### src/hdl/lpfs_pkg.sv
// ----------------------------------------------------------------------------
// lpfs_pkg: shared types and constants of the potential-field steering block
// Holds the fixed-point constants, the quarter-wave sine table and the
// request and status words that pass between the sequencer and the divider.
// ----------------------------------------------------------------------------
package lpfs_pkg;

  // Field widths fixed by the interface.
  localparam int ANGLE_W  = 16;
  localparam int RANGE_W  = 16;
  localparam int TRIG_W   = 16;
  localparam int WEIGHT_W = 15;
  localparam int SUM_W    = 27;
  localparam int SPEED_W  = 14;
  localparam int TURN_W   = 16;

  // Divider datapath widths.
  localparam int DIV_REM_W  = 33;
  localparam int DIV_NUM_W  = 32;
  localparam int DIV_STEP_W = 5;

  // Iteration counts: the weight quotient never exceeds 2^14, averages fit 27 bits.
  localparam logic [DIV_STEP_W-1:0] WEIGHT_STEPS = 5'd15;
  localparam logic [DIV_STEP_W-1:0] AVG_STEPS    = 5'd27;

  // Fixed-point constants in Q1.14.
  localparam int BASE_SPEED = 4915;
  localparam int ONE_Q14    = 16384;
  localparam int SPEED_MAX  = 9830;

  // Configuration register indexes.
  localparam logic [1:0] REG_START_ANGLE = 2'd0;
  localparam logic [1:0] REG_ANGLE_STEP  = 2'd1;

  // Reset values of the configuration registers.
  localparam logic [ANGLE_W-1:0] START_ANGLE_RST = 16'd49152;
  localparam logic [ANGLE_W-1:0] ANGLE_STEP_RST  = 16'd64;

  // Quarter-wave sine table, Q1.14, 256 angle units per entry.
  localparam logic [14:0] QUARTER_SINE [65] = '{
    15'd0,     15'd402,   15'd804,   15'd1205,  15'd1606,  15'd2006,  15'd2404,
    15'd2801,  15'd3196,  15'd3590,  15'd3981,  15'd4370,  15'd4756,  15'd5139,
    15'd5520,  15'd5897,  15'd6270,  15'd6639,  15'd7005,  15'd7366,  15'd7723,
    15'd8076,  15'd8423,  15'd8765,  15'd9102,  15'd9434,  15'd9760,  15'd10080,
    15'd10394, 15'd10702, 15'd11003, 15'd11297, 15'd11585, 15'd11866, 15'd12140,
    15'd12406, 15'd12665, 15'd12916, 15'd13160, 15'd13395, 15'd13623, 15'd13842,
    15'd14053, 15'd14256, 15'd14449, 15'd14635, 15'd14811, 15'd14978, 15'd15137,
    15'd15286, 15'd15426, 15'd15557, 15'd15679, 15'd15791, 15'd15893, 15'd15986,
    15'd16069, 15'd16143, 15'd16207, 15'd16261, 15'd16305, 15'd16340, 15'd16364,
    15'd16379, 15'd16384
  };

  // Request to the shared divider.
  typedef struct packed {
    logic                  start;
    logic [DIV_STEP_W-1:0] steps;
    logic [DIV_REM_W-1:0]  rem_init;
    logic [DIV_NUM_W-1:0]  num;
    logic [DIV_REM_W-1:0]  den;
  } div_req_t;

  // Divider status.
  typedef struct packed {
    logic busy;
    logic done;
  } div_stat_t;

endpackage

### src/hdl/lpfs_div.sv
// ----------------------------------------------------------------------------
// lpfs_div: shared restoring divider
// Produces one quotient bit per cycle. The caller supplies the starting
// partial remainder and the remaining dividend bits left aligned, so one
// unit serves both the weight division and the scan averages.
// ----------------------------------------------------------------------------
module lpfs_div
  import lpfs_pkg::*;
(
  input  logic                 clk,
  input  logic                 rst_n,
  input  div_req_t             req,
  output div_stat_t            stat,
  output logic [DIV_NUM_W-1:0] quot
);

  logic                  busy_r, busy_nxt;
  logic                  done_r, done_nxt;
  logic [DIV_STEP_W-1:0] cnt_r, cnt_nxt;
  logic [DIV_REM_W-1:0]  rem_r, rem_nxt;
  logic [DIV_NUM_W-1:0]  num_r, num_nxt;
  logic [DIV_REM_W-1:0]  den_r, den_nxt;
  logic [DIV_REM_W+1:0]  trial;
  logic                  ge;

  // Trial subtraction of the divisor from the shifted remainder.
  assign trial = {1'b0, rem_r, num_r[DIV_NUM_W-1]} - {2'b00, den_r};
  assign ge    = ~trial[DIV_REM_W+1];

  // Next-state logic: load on start, then one step per cycle.
  always_comb begin
    busy_nxt = busy_r;
    done_nxt = 1'b0;
    cnt_nxt  = cnt_r;
    rem_nxt  = rem_r;
    num_nxt  = num_r;
    den_nxt  = den_r;
    if (req.start) begin
      busy_nxt = 1'b1;
      cnt_nxt  = req.steps;
      rem_nxt  = req.rem_init;
      num_nxt  = req.num;
      den_nxt  = req.den;
    end else if (busy_r) begin
      rem_nxt = ge ? trial[DIV_REM_W-1:0] : {rem_r[DIV_REM_W-2:0], num_r[DIV_NUM_W-1]};
      num_nxt = {num_r[DIV_NUM_W-2:0], ge};
      cnt_nxt = cnt_r - 5'd1;
      if (cnt_r == 5'd1) begin
        busy_nxt = 1'b0;
        done_nxt = 1'b1;
      end
    end
  end

  // Control registers.
  always_ff @(posedge clk) begin
    if (!rst_n) begin
      busy_r <= 1'b0;
      done_r <= 1'b0;
      cnt_r  <= '0;
    end else begin
      busy_r <= busy_nxt;
      done_r <= done_nxt;
      cnt_r  <= cnt_nxt;
    end
  end

  // Datapath registers.
  always_ff @(posedge clk) begin
    rem_r <= rem_nxt;
    num_r <= num_nxt;
    den_r <= den_nxt;
  end

  assign stat.busy = busy_r;
  assign stat.done = done_r;
  assign quot      = num_r;

endmodule

### src/hdl/lpfs_trig.sv
// ----------------------------------------------------------------------------
// lpfs_trig: table sine with linear interpolation
// Maps a binary-turn angle to a Q1.14 sine using the quarter-wave table and
// quadrant symmetry. The sequencer registers its result.
// ----------------------------------------------------------------------------
module lpfs_trig
  import lpfs_pkg::*;
(
  input  logic        [ANGLE_W-1:0] angle,
  output logic signed [TRIG_W-1:0]  value
);

  logic [1:0]  quad;
  logic [14:0] pos;
  logic [6:0]  idx;
  logic [6:0]  lo_idx, hi_idx;
  logic [7:0]  frac;
  logic [14:0] lo, hi;
  logic [8:0]  diff;
  logic [16:0] prod;
  logic [17:0] rnd;
  logic [14:0] interp;
  logic [14:0] mag;
  logic        top;

  // Fold the angle into the first quadrant.
  always_comb begin
    quad   = angle[15:14];
    pos    = quad[0] ? (15'd16384 - {1'b0, angle[13:0]}) : {1'b0, angle[13:0]};
    idx    = pos[14:8];
    frac   = pos[7:0];
    top    = (idx >= 7'd64);
    lo_idx = top ? 7'd64 : idx;
    hi_idx = top ? 7'd64 : idx + 7'd1;
  end

  // Interpolate between neighboring table entries.
  always_comb begin
    lo     = QUARTER_SINE[lo_idx];
    hi     = QUARTER_SINE[hi_idx];
    diff   = 9'(hi - lo);
    prod   = diff * frac;
    rnd    = {1'b0, prod} + 18'd128;
    interp = lo + 15'(rnd >> 8);
    mag    = top ? 15'(ONE_Q14) : interp;
    value  = quad[1] ? -$signed({1'b0, mag}) : $signed({1'b0, mag});
  end

endmodule

### src/hdl/laser_potential_field_steering.sv
// ----------------------------------------------------------------------------
// laser_potential_field_steering: potential-field steering from a laser scan
// Range words enter on the in_ channel, one per sample; in_last_sample marks
// the final word of a scan. Each sample adds a repulsion weighted by
// 1/(1+d^2) against the sample direction to two sums. After the last word the
// block emits one output word: forward speed and turn rate in Q1.14.
// The cfg_ port sets the start angle and the angle step between samples;
// write it only while the block is idle.
// An accumulated sample holds in_ready low from acceptance until it is added
// to both sums; the weight comes from 15 steps of the shared
// one-bit-per-cycle divider. A last sample adds two 27-step average
// divisions on the same divider, then the output word.
// Samples past MAX_SAMPLES in one scan are ignored; a last one still ends it.
// Reset clears the sums and count, loads the default angle registers and
// empties the output register. The output register holds a word until
// out_ready; a further result waits in the sequencer, and in_ready stays low
// until the waiting result has moved into the output register.
// ----------------------------------------------------------------------------
module laser_potential_field_steering
  import lpfs_pkg::*;
#(
  parameter int MAX_SAMPLES = 1024
) (
  input  logic                      clk,
  input  logic                      rst_n,
  input  logic                      in_valid,
  output logic                      in_ready,
  input  logic        [RANGE_W-1:0] in_range_sample,
  input  logic                      in_last_sample,
  output logic                      out_valid,
  input  logic                      out_ready,
  output logic        [SPEED_W-1:0] out_forward_speed,
  output logic signed [TURN_W-1:0]  out_turn_rate,
  input  logic                      cfg_we,
  input  logic        [1:0]         cfg_index,
  input  logic        [ANGLE_W-1:0] cfg_wdata
);

  localparam int              CNT_W   = $clog2(MAX_SAMPLES + 1);
  localparam logic [CNT_W-1:0] CNT_MAX = CNT_W'(MAX_SAMPLES);

  typedef enum logic [10:0] {
    S_IDLE = 11'b000_0000_0001,
    S_SQ   = 11'b000_0000_0010,
    S_WST  = 11'b000_0000_0100,
    S_WDIV = 11'b000_0000_1000,
    S_TC   = 11'b000_0001_0000,
    S_TS   = 11'b000_0010_0000,
    S_ACC  = 11'b000_0100_0000,
    S_DLIN = 11'b000_1000_0000,
    S_WLIN = 11'b001_0000_0000,
    S_DROT = 11'b010_0000_0000,
    S_WROT = 11'b100_0000_0000
  } state_t;

  // Emission is folded into S_WROT's successor via hold registers.
  state_t state_r, state_nxt;
  logic   emit_r, emit_nxt;

  logic        [ANGLE_W-1:0] start_r, start_nxt;
  logic        [ANGLE_W-1:0] step_r, step_nxt;
  logic        [ANGLE_W-1:0] ang_r, ang_nxt;
  logic signed [SUM_W-1:0]   lin_r, lin_nxt;
  logic signed [SUM_W-1:0]   rot_r, rot_nxt;
  logic        [CNT_W-1:0]   cnt_r, cnt_nxt;
  logic                      out_valid_r, out_valid_nxt;

  logic        [RANGE_W-1:0]  rng_r, rng_nxt;
  logic                       last_r, last_nxt;
  logic        [31:0]         sq_r, sq_nxt;
  logic signed [TRIG_W-1:0]   cos_r, cos_nxt;
  logic signed [TRIG_W-1:0]   sin_r, sin_nxt;
  logic        [WEIGHT_W-1:0] w_r, w_nxt;
  logic signed [TRIG_W-1:0]   term_r, term_nxt;
  logic        [SPEED_W-1:0]  fwd_hold_r, fwd_hold_nxt;
  logic signed [TURN_W-1:0]   turn_hold_r, turn_hold_nxt;
  logic        [SPEED_W-1:0]  fwd_r, fwd_nxt;
  logic signed [TURN_W-1:0]   turn_r, turn_nxt;

  div_req_t                 div_req;
  div_stat_t                div_stat;
  logic     [DIV_NUM_W-1:0] div_quot;

  logic        [ANGLE_W-1:0]  trig_ang;
  logic signed [TRIG_W-1:0]   trig_val;
  logic        [DIV_REM_W-1:0] w_den;
  logic        [DIV_NUM_W-1:0] w_num;
  logic signed [TRIG_W-1:0]   term_src;
  logic        [14:0]         term_mag;
  logic        [29:0]         term_prod;
  logic        [15:0]         term_abs;
  logic signed [TRIG_W-1:0]   term_val;
  logic        [SUM_W-1:0]    avg_mag;
  logic        [DIV_REM_W-1:0] avg_den;
  logic        [SUM_W-1:0]    avg_q;
  logic        [12:0]         lin_clamp;
  logic        [14:0]         rot_clamp;

  // Saturating add of a repulsion term to a 27-bit sum.
  function automatic logic signed [SUM_W-1:0] sat_add(
    input logic signed [SUM_W-1:0] s,
    input logic signed [TRIG_W-1:0] t
  );
    logic signed [SUM_W:0] x;
    x = {s[SUM_W-1], s} + {{(SUM_W+1-TRIG_W){t[TRIG_W-1]}}, t};
    if (x[SUM_W] != x[SUM_W-1]) begin
      sat_add = x[SUM_W] ? {1'b1, {(SUM_W-1){1'b0}}} : {1'b0, {(SUM_W-1){1'b1}}};
    end else begin
      sat_add = x[SUM_W-1:0];
    end
  endfunction

  lpfs_trig u_trig (
    .angle (trig_ang),
    .value (trig_val)
  );

  lpfs_div u_div (
    .clk   (clk),
    .rst_n (rst_n),
    .req   (div_req),
    .stat  (div_stat),
    .quot  (div_quot)
  );

  // Cosine is the sine a quarter turn ahead.
  assign trig_ang = (state_r == S_WST) ? ang_r + 16'd16384 : ang_r;

  // Weight division operands: round(2^30 / (2^16 + r^2)).
  always_comb begin
    w_den = 33'd65536 + {1'b0, sq_r};
    w_num = 32'h4000_0000 + w_den[DIV_REM_W-1:1];
  end

  // Repulsion term: magnitude times weight, rounded, opposite sign.
  always_comb begin
    term_src  = (state_r == S_TC) ? cos_r : sin_r;
    term_mag  = term_src[TRIG_W-1] ? 15'(-term_src) : term_src[14:0];
    term_prod = term_mag * w_r;
    term_abs  = 16'((term_prod + 30'd8192) >> 14);
    term_val  = term_src[TRIG_W-1] ? $signed(term_abs) : -$signed(term_abs);
  end

  // Average division operands and output clamps.
  always_comb begin
    if (state_r == S_DLIN) begin
      avg_mag = lin_r[SUM_W-1] ? 27'(-lin_r) : 27'(lin_r);
    end else begin
      avg_mag = rot_r[SUM_W-1] ? 27'(-rot_r) : 27'(rot_r);
    end
    avg_den   = (cnt_r == '0) ? 33'd1 : 33'(cnt_r);
    avg_q     = div_quot[SUM_W-1:0];
    lin_clamp = (avg_q > 27'(BASE_SPEED)) ? 13'(BASE_SPEED) : avg_q[12:0];
    rot_clamp = (avg_q > 27'(ONE_Q14)) ? 15'(ONE_Q14) : avg_q[14:0];
  end

  // Sequencer.
  always_comb begin
    state_nxt     = state_r;
    emit_nxt      = emit_r;
    start_nxt     = start_r;
    step_nxt      = step_r;
    ang_nxt       = ang_r;
    lin_nxt       = lin_r;
    rot_nxt       = rot_r;
    cnt_nxt       = cnt_r;
    out_valid_nxt = out_valid_r;
    rng_nxt       = rng_r;
    last_nxt      = last_r;
    sq_nxt        = sq_r;
    cos_nxt       = cos_r;
    sin_nxt       = sin_r;
    w_nxt         = w_r;
    term_nxt      = term_r;
    fwd_hold_nxt  = fwd_hold_r;
    turn_hold_nxt = turn_hold_r;
    fwd_nxt       = fwd_r;
    turn_nxt      = turn_r;
    div_req       = '0;

    // The output word leaves when the receiver takes it.
    if (out_valid_r && out_ready) begin
      out_valid_nxt = 1'b0;
    end

    unique case (state_r)
      S_IDLE: begin
        if (emit_r) begin
          // A finished result waits for the output register to free up.
          if (!out_valid_r || out_ready) begin
            out_valid_nxt = 1'b1;
            fwd_nxt       = fwd_hold_r;
            turn_nxt      = turn_hold_r;
            emit_nxt      = 1'b0;
            lin_nxt       = '0;
            rot_nxt       = '0;
            cnt_nxt       = '0;
            ang_nxt       = start_r;
          end
        end else if (in_valid) begin
          rng_nxt  = in_range_sample;
          last_nxt = in_last_sample;
          if (cnt_r < CNT_MAX) begin
            state_nxt = S_SQ;
          end else if (in_last_sample) begin
            state_nxt = S_DLIN;
          end
        end
      end
      S_SQ: begin
        sq_nxt    = rng_r * rng_r;
        state_nxt = S_WST;
      end
      S_WST: begin
        div_req.start    = 1'b1;
        div_req.steps    = WEIGHT_STEPS;
        div_req.rem_init = 33'(w_num[DIV_NUM_W-1:15]);
        div_req.num      = {w_num[14:0], 17'd0};
        div_req.den      = w_den;
        cos_nxt          = trig_val;
        state_nxt        = S_WDIV;
      end
      S_WDIV: begin
        sin_nxt = trig_val;
        if (div_stat.done) begin
          w_nxt     = div_quot[WEIGHT_W-1:0];
          state_nxt = S_TC;
        end
      end
      S_TC: begin
        term_nxt  = term_val;
        state_nxt = S_TS;
      end
      S_TS: begin
        lin_nxt   = sat_add(lin_r, term_r);
        term_nxt  = term_val;
        state_nxt = S_ACC;
      end
      S_ACC: begin
        rot_nxt   = sat_add(rot_r, term_r);
        cnt_nxt   = cnt_r + CNT_W'(1);
        ang_nxt   = ang_r + step_r;
        state_nxt = last_r ? S_DLIN : S_IDLE;
      end
      S_DLIN: begin
        div_req.start    = 1'b1;
        div_req.steps    = AVG_STEPS;
        div_req.rem_init = '0;
        div_req.num      = {avg_mag, 5'd0};
        div_req.den      = avg_den;
        state_nxt        = S_WLIN;
      end
      S_WLIN: begin
        if (div_stat.done) begin
          fwd_hold_nxt = lin_r[SUM_W-1] ? 14'(BASE_SPEED) - {1'b0, lin_clamp}
                                        : 14'(BASE_SPEED) + {1'b0, lin_clamp};
          state_nxt    = S_DROT;
        end
      end
      S_DROT: begin
        div_req.start    = 1'b1;
        div_req.steps    = AVG_STEPS;
        div_req.rem_init = '0;
        div_req.num      = {avg_mag, 5'd0};
        div_req.den      = avg_den;
        state_nxt        = S_WROT;
      end
      S_WROT: begin
        if (div_stat.done) begin
          turn_hold_nxt = rot_r[SUM_W-1] ? -$signed({1'b0, rot_clamp})
                                         : $signed({1'b0, rot_clamp});
          emit_nxt      = 1'b1;
          state_nxt     = S_IDLE;
        end
      end
      default: begin
        state_nxt = S_IDLE;
      end
    endcase

    // Configuration writes must arrive only while the block is idle; the block does not enforce it.
    if (cfg_we) begin
      unique case (cfg_index)
        REG_START_ANGLE: begin
          start_nxt = cfg_wdata;
          if (cnt_r == '0) begin
            ang_nxt = cfg_wdata;
          end
        end
        REG_ANGLE_STEP: begin
          step_nxt = cfg_wdata;
        end
        default: begin
        end
      endcase
    end
  end

  // Control and state registers.
  always_ff @(posedge clk) begin
    if (!rst_n) begin
      state_r     <= S_IDLE;
      emit_r      <= 1'b0;
      start_r     <= START_ANGLE_RST;
      step_r      <= ANGLE_STEP_RST;
      ang_r       <= START_ANGLE_RST;
      lin_r       <= '0;
      rot_r       <= '0;
      cnt_r       <= '0;
      out_valid_r <= 1'b0;
    end else begin
      state_r     <= state_nxt;
      emit_r      <= emit_nxt;
      start_r     <= start_nxt;
      step_r      <= step_nxt;
      ang_r       <= ang_nxt;
      lin_r       <= lin_nxt;
      rot_r       <= rot_nxt;
      cnt_r       <= cnt_nxt;
      out_valid_r <= out_valid_nxt;
    end
  end

  // Datapath registers.
  always_ff @(posedge clk) begin
    rng_r       <= rng_nxt;
    last_r      <= last_nxt;
    sq_r        <= sq_nxt;
    cos_r       <= cos_nxt;
    sin_r       <= sin_nxt;
    w_r         <= w_nxt;
    term_r      <= term_nxt;
    fwd_hold_r  <= fwd_hold_nxt;
    turn_hold_r <= turn_hold_nxt;
    fwd_r       <= fwd_nxt;
    turn_r      <= turn_nxt;
  end

  assign in_ready          = (state_r == S_IDLE) && !emit_r;
  assign out_valid         = out_valid_r;
  assign out_forward_speed = fwd_r;
  assign out_turn_rate     = turn_r;

  // The sample count never passes the configured limit.
  a_cnt_bound: assert property (@(posedge clk) disable iff (!rst_n)
    cnt_r <= CNT_MAX)
    else $error("sample count above limit");

  // A shown forward speed stays within base speed plus the clamp.
  a_fwd_range: assert property (@(posedge clk) disable iff (!rst_n)
    out_valid_r |-> (fwd_r <= 14'(SPEED_MAX)))
    else $error("forward speed out of range");

  // A shown turn rate stays within one unit either way.
  a_turn_range: assert property (@(posedge clk) disable iff (!rst_n)
    out_valid_r |-> ((turn_r >= -16'sd16384) && (turn_r <= 16'sd16384)))
    else $error("turn rate out of range");

  // The divider is never left running while a new word can be taken.
  a_div_idle: assert property (@(posedge clk) disable iff (!rst_n)
    in_ready |-> !div_stat.busy)
    else $error("divider busy while ready");

endmodule

### config.mk
export PLATFORM = sky130hd
export DESIGN_NAME = laser_potential_field_steering
export DESIGN_NICKNAME = d
export VERILOG_FILES = /design/src/hdl/lpfs_pkg.sv /design/src/hdl/lpfs_div.sv /design/src/hdl/lpfs_trig.sv /design/src/hdl/laser_potential_field_steering.sv
export SDC_FILE = /design/constraint.sdc
export NUM_CORES = 2
export LEC_CHECK = 0
export BUFFER_PORTS_ARGS = -buffer_cell sky130_fd_sc_hd__buf_2
export CAP_MARGIN = 5
export CORE_ASPECT_RATIO = 1.2
export CORE_MARGIN = 1.5
export CORE_UTILIZATION = 40
export DETAILED_ROUTE_END_ITERATION = 8
export PLACE_DENSITY = 0.51
export REMOVE_ABC_BUFFERS = 1
export SYNTH_ARGS = -nofsm -noshare
export SYNTH_HDL_FRONTEND = slang
export SYNTH_SLANG_ARGS = --single-unit
### constraint.sdc
create_clock -name clk -period 15.2 [get_ports clk]
set_input_delay 0.76 -clock clk [delete_from_list [all_inputs] [get_ports clk]]
set_output_delay 0.76 -clock clk [all_outputs]
set_load 0.03 [all_outputs]
==> impl_summary.md <==
STA
The final clock skew is 52.1 ps. The final-report max-slew violation count came to 0. The slew at the pin with the worst max-slew slack is ~1200 ps. Dividing the final minimum period by the clock period gives 89.2%. Subtracting the final worst setup slack from the clock period gives 13,550 ps.

Setup violations remaining at the end of the flow were counted as 0. The relative max-transition margin is 19.3%. Setup repair after global routing left no endpoint under its margin. For the final routed database, the setup TNS stands at 0 ps. The count of endpoints failing hold in the final timing report came to 0. Timing would allow up to 73.8 MHz.

Setup path
The worst reg2reg path endpoint is sin_r[15]. In this run the worst path has a maximum fanout of 15. In this run the critical register-to-register path is launched from ang_r[0].

The worst register-to-register path has a setup slack of about 1600 ps. The kind of end point of the critical path is a register. STA classifies the critical path startpoint as a register. The largest stage delay on the critical path is 740 ps. The data required time at the worst endpoint is 15,520 ps. The worst-path cell with the longest stage delay is sky130_fd_sc_hd__o41ai_1. For the worst flop-to-flop path, the logic depth is 49. The critical path is of the register to register type. The cell that appears most often on the critical path is sky130_fd_sc_hd__a21oi_1. The arrival time at the worst endpoint is 13,870 ps.

Floorplan
Measured along the y axis, the die boundary spans around 370 microns. The floorplan step defined a core boundary enclosing 108,000 sq um. The width of the chip is 305 microns. The initial core utilization is 40.4%. 72 I/O pins were placed.

The number of core rows is between 100 and 150. The die covers 111,000 sq um.

Routing
After the first detailed-routing iteration, the DRC count stood at 2,175. The residual antenna-violating net count after detailed routing is 0. The post-route DRC violation count is 0. The wire length reported by the detailed router is 119,000 microns. The average routed wire per standard cell is 18.9 microns. The ratio of routed vias to standard cells is 5.51.

The detailed router placed 34,648 vias in this run. The number of iterations in the first detailed-routing pass is 6.

Synth
The per-instance average area after synthesis is 9.00 sq um. The number of standard cells after synthesis is about 4,900. Sequential elements use 24.6% of the synthesized area.

The register bit total from synthesis is 402. After synthesis, the netlist uses 111 different library cells. In the synthesized netlist the dominant register cell turns out to be sky130_fd_sc_hd__edfxtp_1. The cell area after technology mapping is ~44,000 sq um. During synthesis, Yosys emitted a total of 0 warnings. The fraction of synthesis flops using an asynchronous set or reset pin is 0%. The synthesized design contains roughly 270 enable-type register cells.

Place
Port buffering added 71 buffers. The final weighted congestion in routability-driven placement is ~0.88. After legalization and detailed placement, the total HPWL measured 90,800 microns.

Global route
In the global route stage, overall resource usage came out at 21.4%. The leftover overflow at the end of global routing is 0. The number of global-route vias before repair is roughly 35,000. The first global-routing pass estimated just under 200,000 microns of wire. The initial antenna violation count is 2. The maximum number of pins on one net before global-route repair is 66.

Hold path
The destination of the worst hold path is rng_r[4]. The tightest min-delay check is of the input pin to register type. The hold path startpoint is in_range_sample[4]. The worst hold path stage count is 1.

Clocking
TritonCTS built the clock tree. The tree is rooted in a sky130_fd_sc_hd__clkbuf_16. Clock latency on the worst-skew pair, taken at its later pin, is 650 ps.

The number of buffers created by CTS is 48. The post-CTS resize count is 0. Buffers inserted to repair hold after CTS numbered 0. The level count of the clock H-tree is 2. The number of clock sinks is 402.

The maximum clock insertion buffer count is 3. The number of buffers added for setup after CTS is 0. The clock transition at the registers of the reported paths is about 60 ps.

Cells and area
Relative to the synthesized area, the layout overhead comes to 7.99%. The share of final-layout standard cells stronger than drive strength 1 is just over 6%. The number of nets at the end of the flow is around 5,700.

Run status
The flow ran to the end, and the final reports show no timing, DRC or antenna violations.

Flow run
The number of max-capacitance violations reported is 0.
cell usage after synthesis (8+ instances only):
master	count	share of area (%)
sky130_fd_sc_hd__and2_1	172	2.5
sky130_fd_sc_hd__clkbuf_1	173	1.5
sky130_fd_sc_hd__nand2b_1	42	0.60
sky130_fd_sc_hd__o21bai_1	34	0.58
sky130_fd_sc_hd__xnor2_1	169	3.4
sky130_fd_sc_hd__dfxtp_1	133	6.1
sky130_fd_sc_hd__ha_1	400	11
sky130_fd_sc_hd__a21boi_0	8	0.14
sky130_fd_sc_hd__o31ai_1	55	0.94
sky130_fd_sc_hd__a211oi_1	32	0.55
sky130_fd_sc_hd__buf_2	17	0.19
sky130_fd_sc_hd__o22ai_1	15	0.21
sky130_fd_sc_hd__fa_1	379	17
sky130_fd_sc_hd__a221oi_1	25	0.50
sky130_fd_sc_hd__nor2_1	336	2.9
sky130_fd_sc_hd__nand3_1	75	0.86
sky130_fd_sc_hd__a21o_1	65	1.1
sky130_fd_sc_hd__nor3_1	87	1.0
sky130_fd_sc_hd__edfxtp_1	269	18
sky130_fd_sc_hd__o21ai_0	220	2.5
sky130_fd_sc_hd__a221o_1	15	0.34
sky130_fd_sc_hd__nor2b_1	34	0.49
sky130_fd_sc_hd__buf_1	9	0.077
sky130_fd_sc_hd__o21a_1	26	0.45
sky130_fd_sc_hd__xor2_1	134	2.7
sky130_fd_sc_hd__a211o_1	16	0.32
sky130_fd_sc_hd__o221ai_1	11	0.22
sky130_fd_sc_hd__nor3b_1	10	0.17
sky130_fd_sc_hd__nor4_1	28	0.40
sky130_fd_sc_hd__nand2_1	538	4.6
sky130_fd_sc_hd__or2_2	23	0.33
sky130_fd_sc_hd__a31oi_1	41	0.59
sky130_fd_sc_hd__inv_1	551	4.7
sky130_fd_sc_hd__a32oi_1	22	0.44
sky130_fd_sc_hd__nand4_1	47	0.67
sky130_fd_sc_hd__or4_1	13	0.22
sky130_fd_sc_hd__and3_1	17	0.24
sky130_fd_sc_hd__a21oi_1	284	3.3
sky130_fd_sc_hd__a22oi_1	9	0.15
sky130_fd_sc_hd__or3_1	31	0.44
sky130_fd_sc_hd__mux2i_1	31	0.71
sky130_fd_sc_hd__a22o_1	13	0.26
sky130_fd_sc_hd__o211ai_1	42	0.72
sky130_fd_sc_hd__a311oi_1	20	0.40
sequential cells by signal, indices dropped and copies added, names as in the netlist, 15 cells and up:
name and cells:
rot_r 27, w_r 15, out_turn_rate 16, turn_hold_r 16, start_r 16, term_r 16
u_div.rem_r 33, sin_r 16, sq_r 31, rng_r 16, cos_r 16, step_r 16
ang_r 16, u_div.den_r 33, u_div.quot 32, lin_r 27
cell type report:
class / instances / area, sq um
diodes: 1 / 2.50
clock buffers: 61 / 1310
clock inverters: 29 / 334
fillers: 10748 / 61000
inverters: 558 / 2090
multi-input cells: 3695 / 30100
flip-flops and latches: 402 / 10700
well taps: 1407 / 1760
repair buffers: 136 / 843
cells by family (layout without fill, tap and decap cells):
| family | count (synthesis) | in the layout | synth area share, % |
|---|---|---|---|
| AND/OR/NAND/NOR | 1512 | 1512 | 16.7 |
| AO/OA/AOI/OAI | 1054 | 1054 | 16.0 |
| adder cells (fa/ha/maj) | 784 | 784 | 28.9 |
| buffers and inverters | 762 | 784 | 6.66 |
| flip-flops | 402 | 402 | 24.6 |
| XOR/XNOR | 309 | 309 | 6.35 |
| multiplexers | 36 | 36 | 0.838 |
| other | 0 | 1 | 0 |
cells in the final DEF, fill, tap and decap left out, drive strengths merged, types with 43 or more instances in the layout:
master | synthesis | layout
buf | 31 | 136
nor3 | 89 | 89
nor2 | 337 | 337
nand4 | 48 | 48
nand3 | 76 | 76
ha | 400 | 400
o211ai | 43 | 43
a21oi | 286 | 286
o21ai | 227 | 227
dfxtp | 133 | 133
nand2 | 540 | 540
clkbuf | 173 | 61
and2 | 173 | 173
xor2 | 134 | 134
xnor2 | 173 | 173
inv | 554 | 561
o31ai | 58 | 58
edfxtp | 269 | 269
fa | 379 | 379
a21o | 65 | 65
how the worst max path moves through the flow:
stage / startpoint / end / slack, ps / cells past startpoint
after global placement: ang_r[0] / cos_r[15] / 1820 / 49
after detailed placement: ang_r[0] / cos_r[15] / 1680 / 49
after CTS: ang_r[0] / cos_r[15] / 1620 / 49
after global routing: ang_r[0] / cos_r[15] / 560 / 53
after floorplan: ang_r[0] / cos_r[15] / 3230 / 47
final: ang_r[0] / sin_r[15] / 1650 / 49
stage by stage:
stage          instance area (sq um)  utilization [%]  setup WS, ps  hold WS (ps)  std cells
2_1_floorplan                  42900                -          3230           400       4655
3_3_place_gp                   45600             42.1          1820           402       6198
3_5_place_dp                   45600             42.1          1680           405       6198
4_1_cts                        47200             43.6          1620           240       6288
5_1_grt                        47200             43.6           563           257       6288
6_report                       47200             43.6          1650           289       6289
worst max-delay path: cells and delay by family, from the launching register on:
| family | cells | cell delay [ps] |
|---|---|---|
| buffers and inverters | 4 | 620 |
| adders and majority gates | 9 | 3550 |
| xor gates and xnor gates | 5 | 1480 |
| DFF | 1 | 350 |
| and+or+nand+nor | 9 | 2310 |
| AOI/OAI and AO/OA | 22 | 4960 |
metal layers:
metal,share of wire (%),global-route usage (%)
met3,3.9,2.00
met5,0,0
met1,46,28.4
met4,2.5,6.18
met2,48,37.0
Power is left out: the tool's default activity adds up to more than one toggle a clock period on the data nets, which glitch-free logic cannot reach.
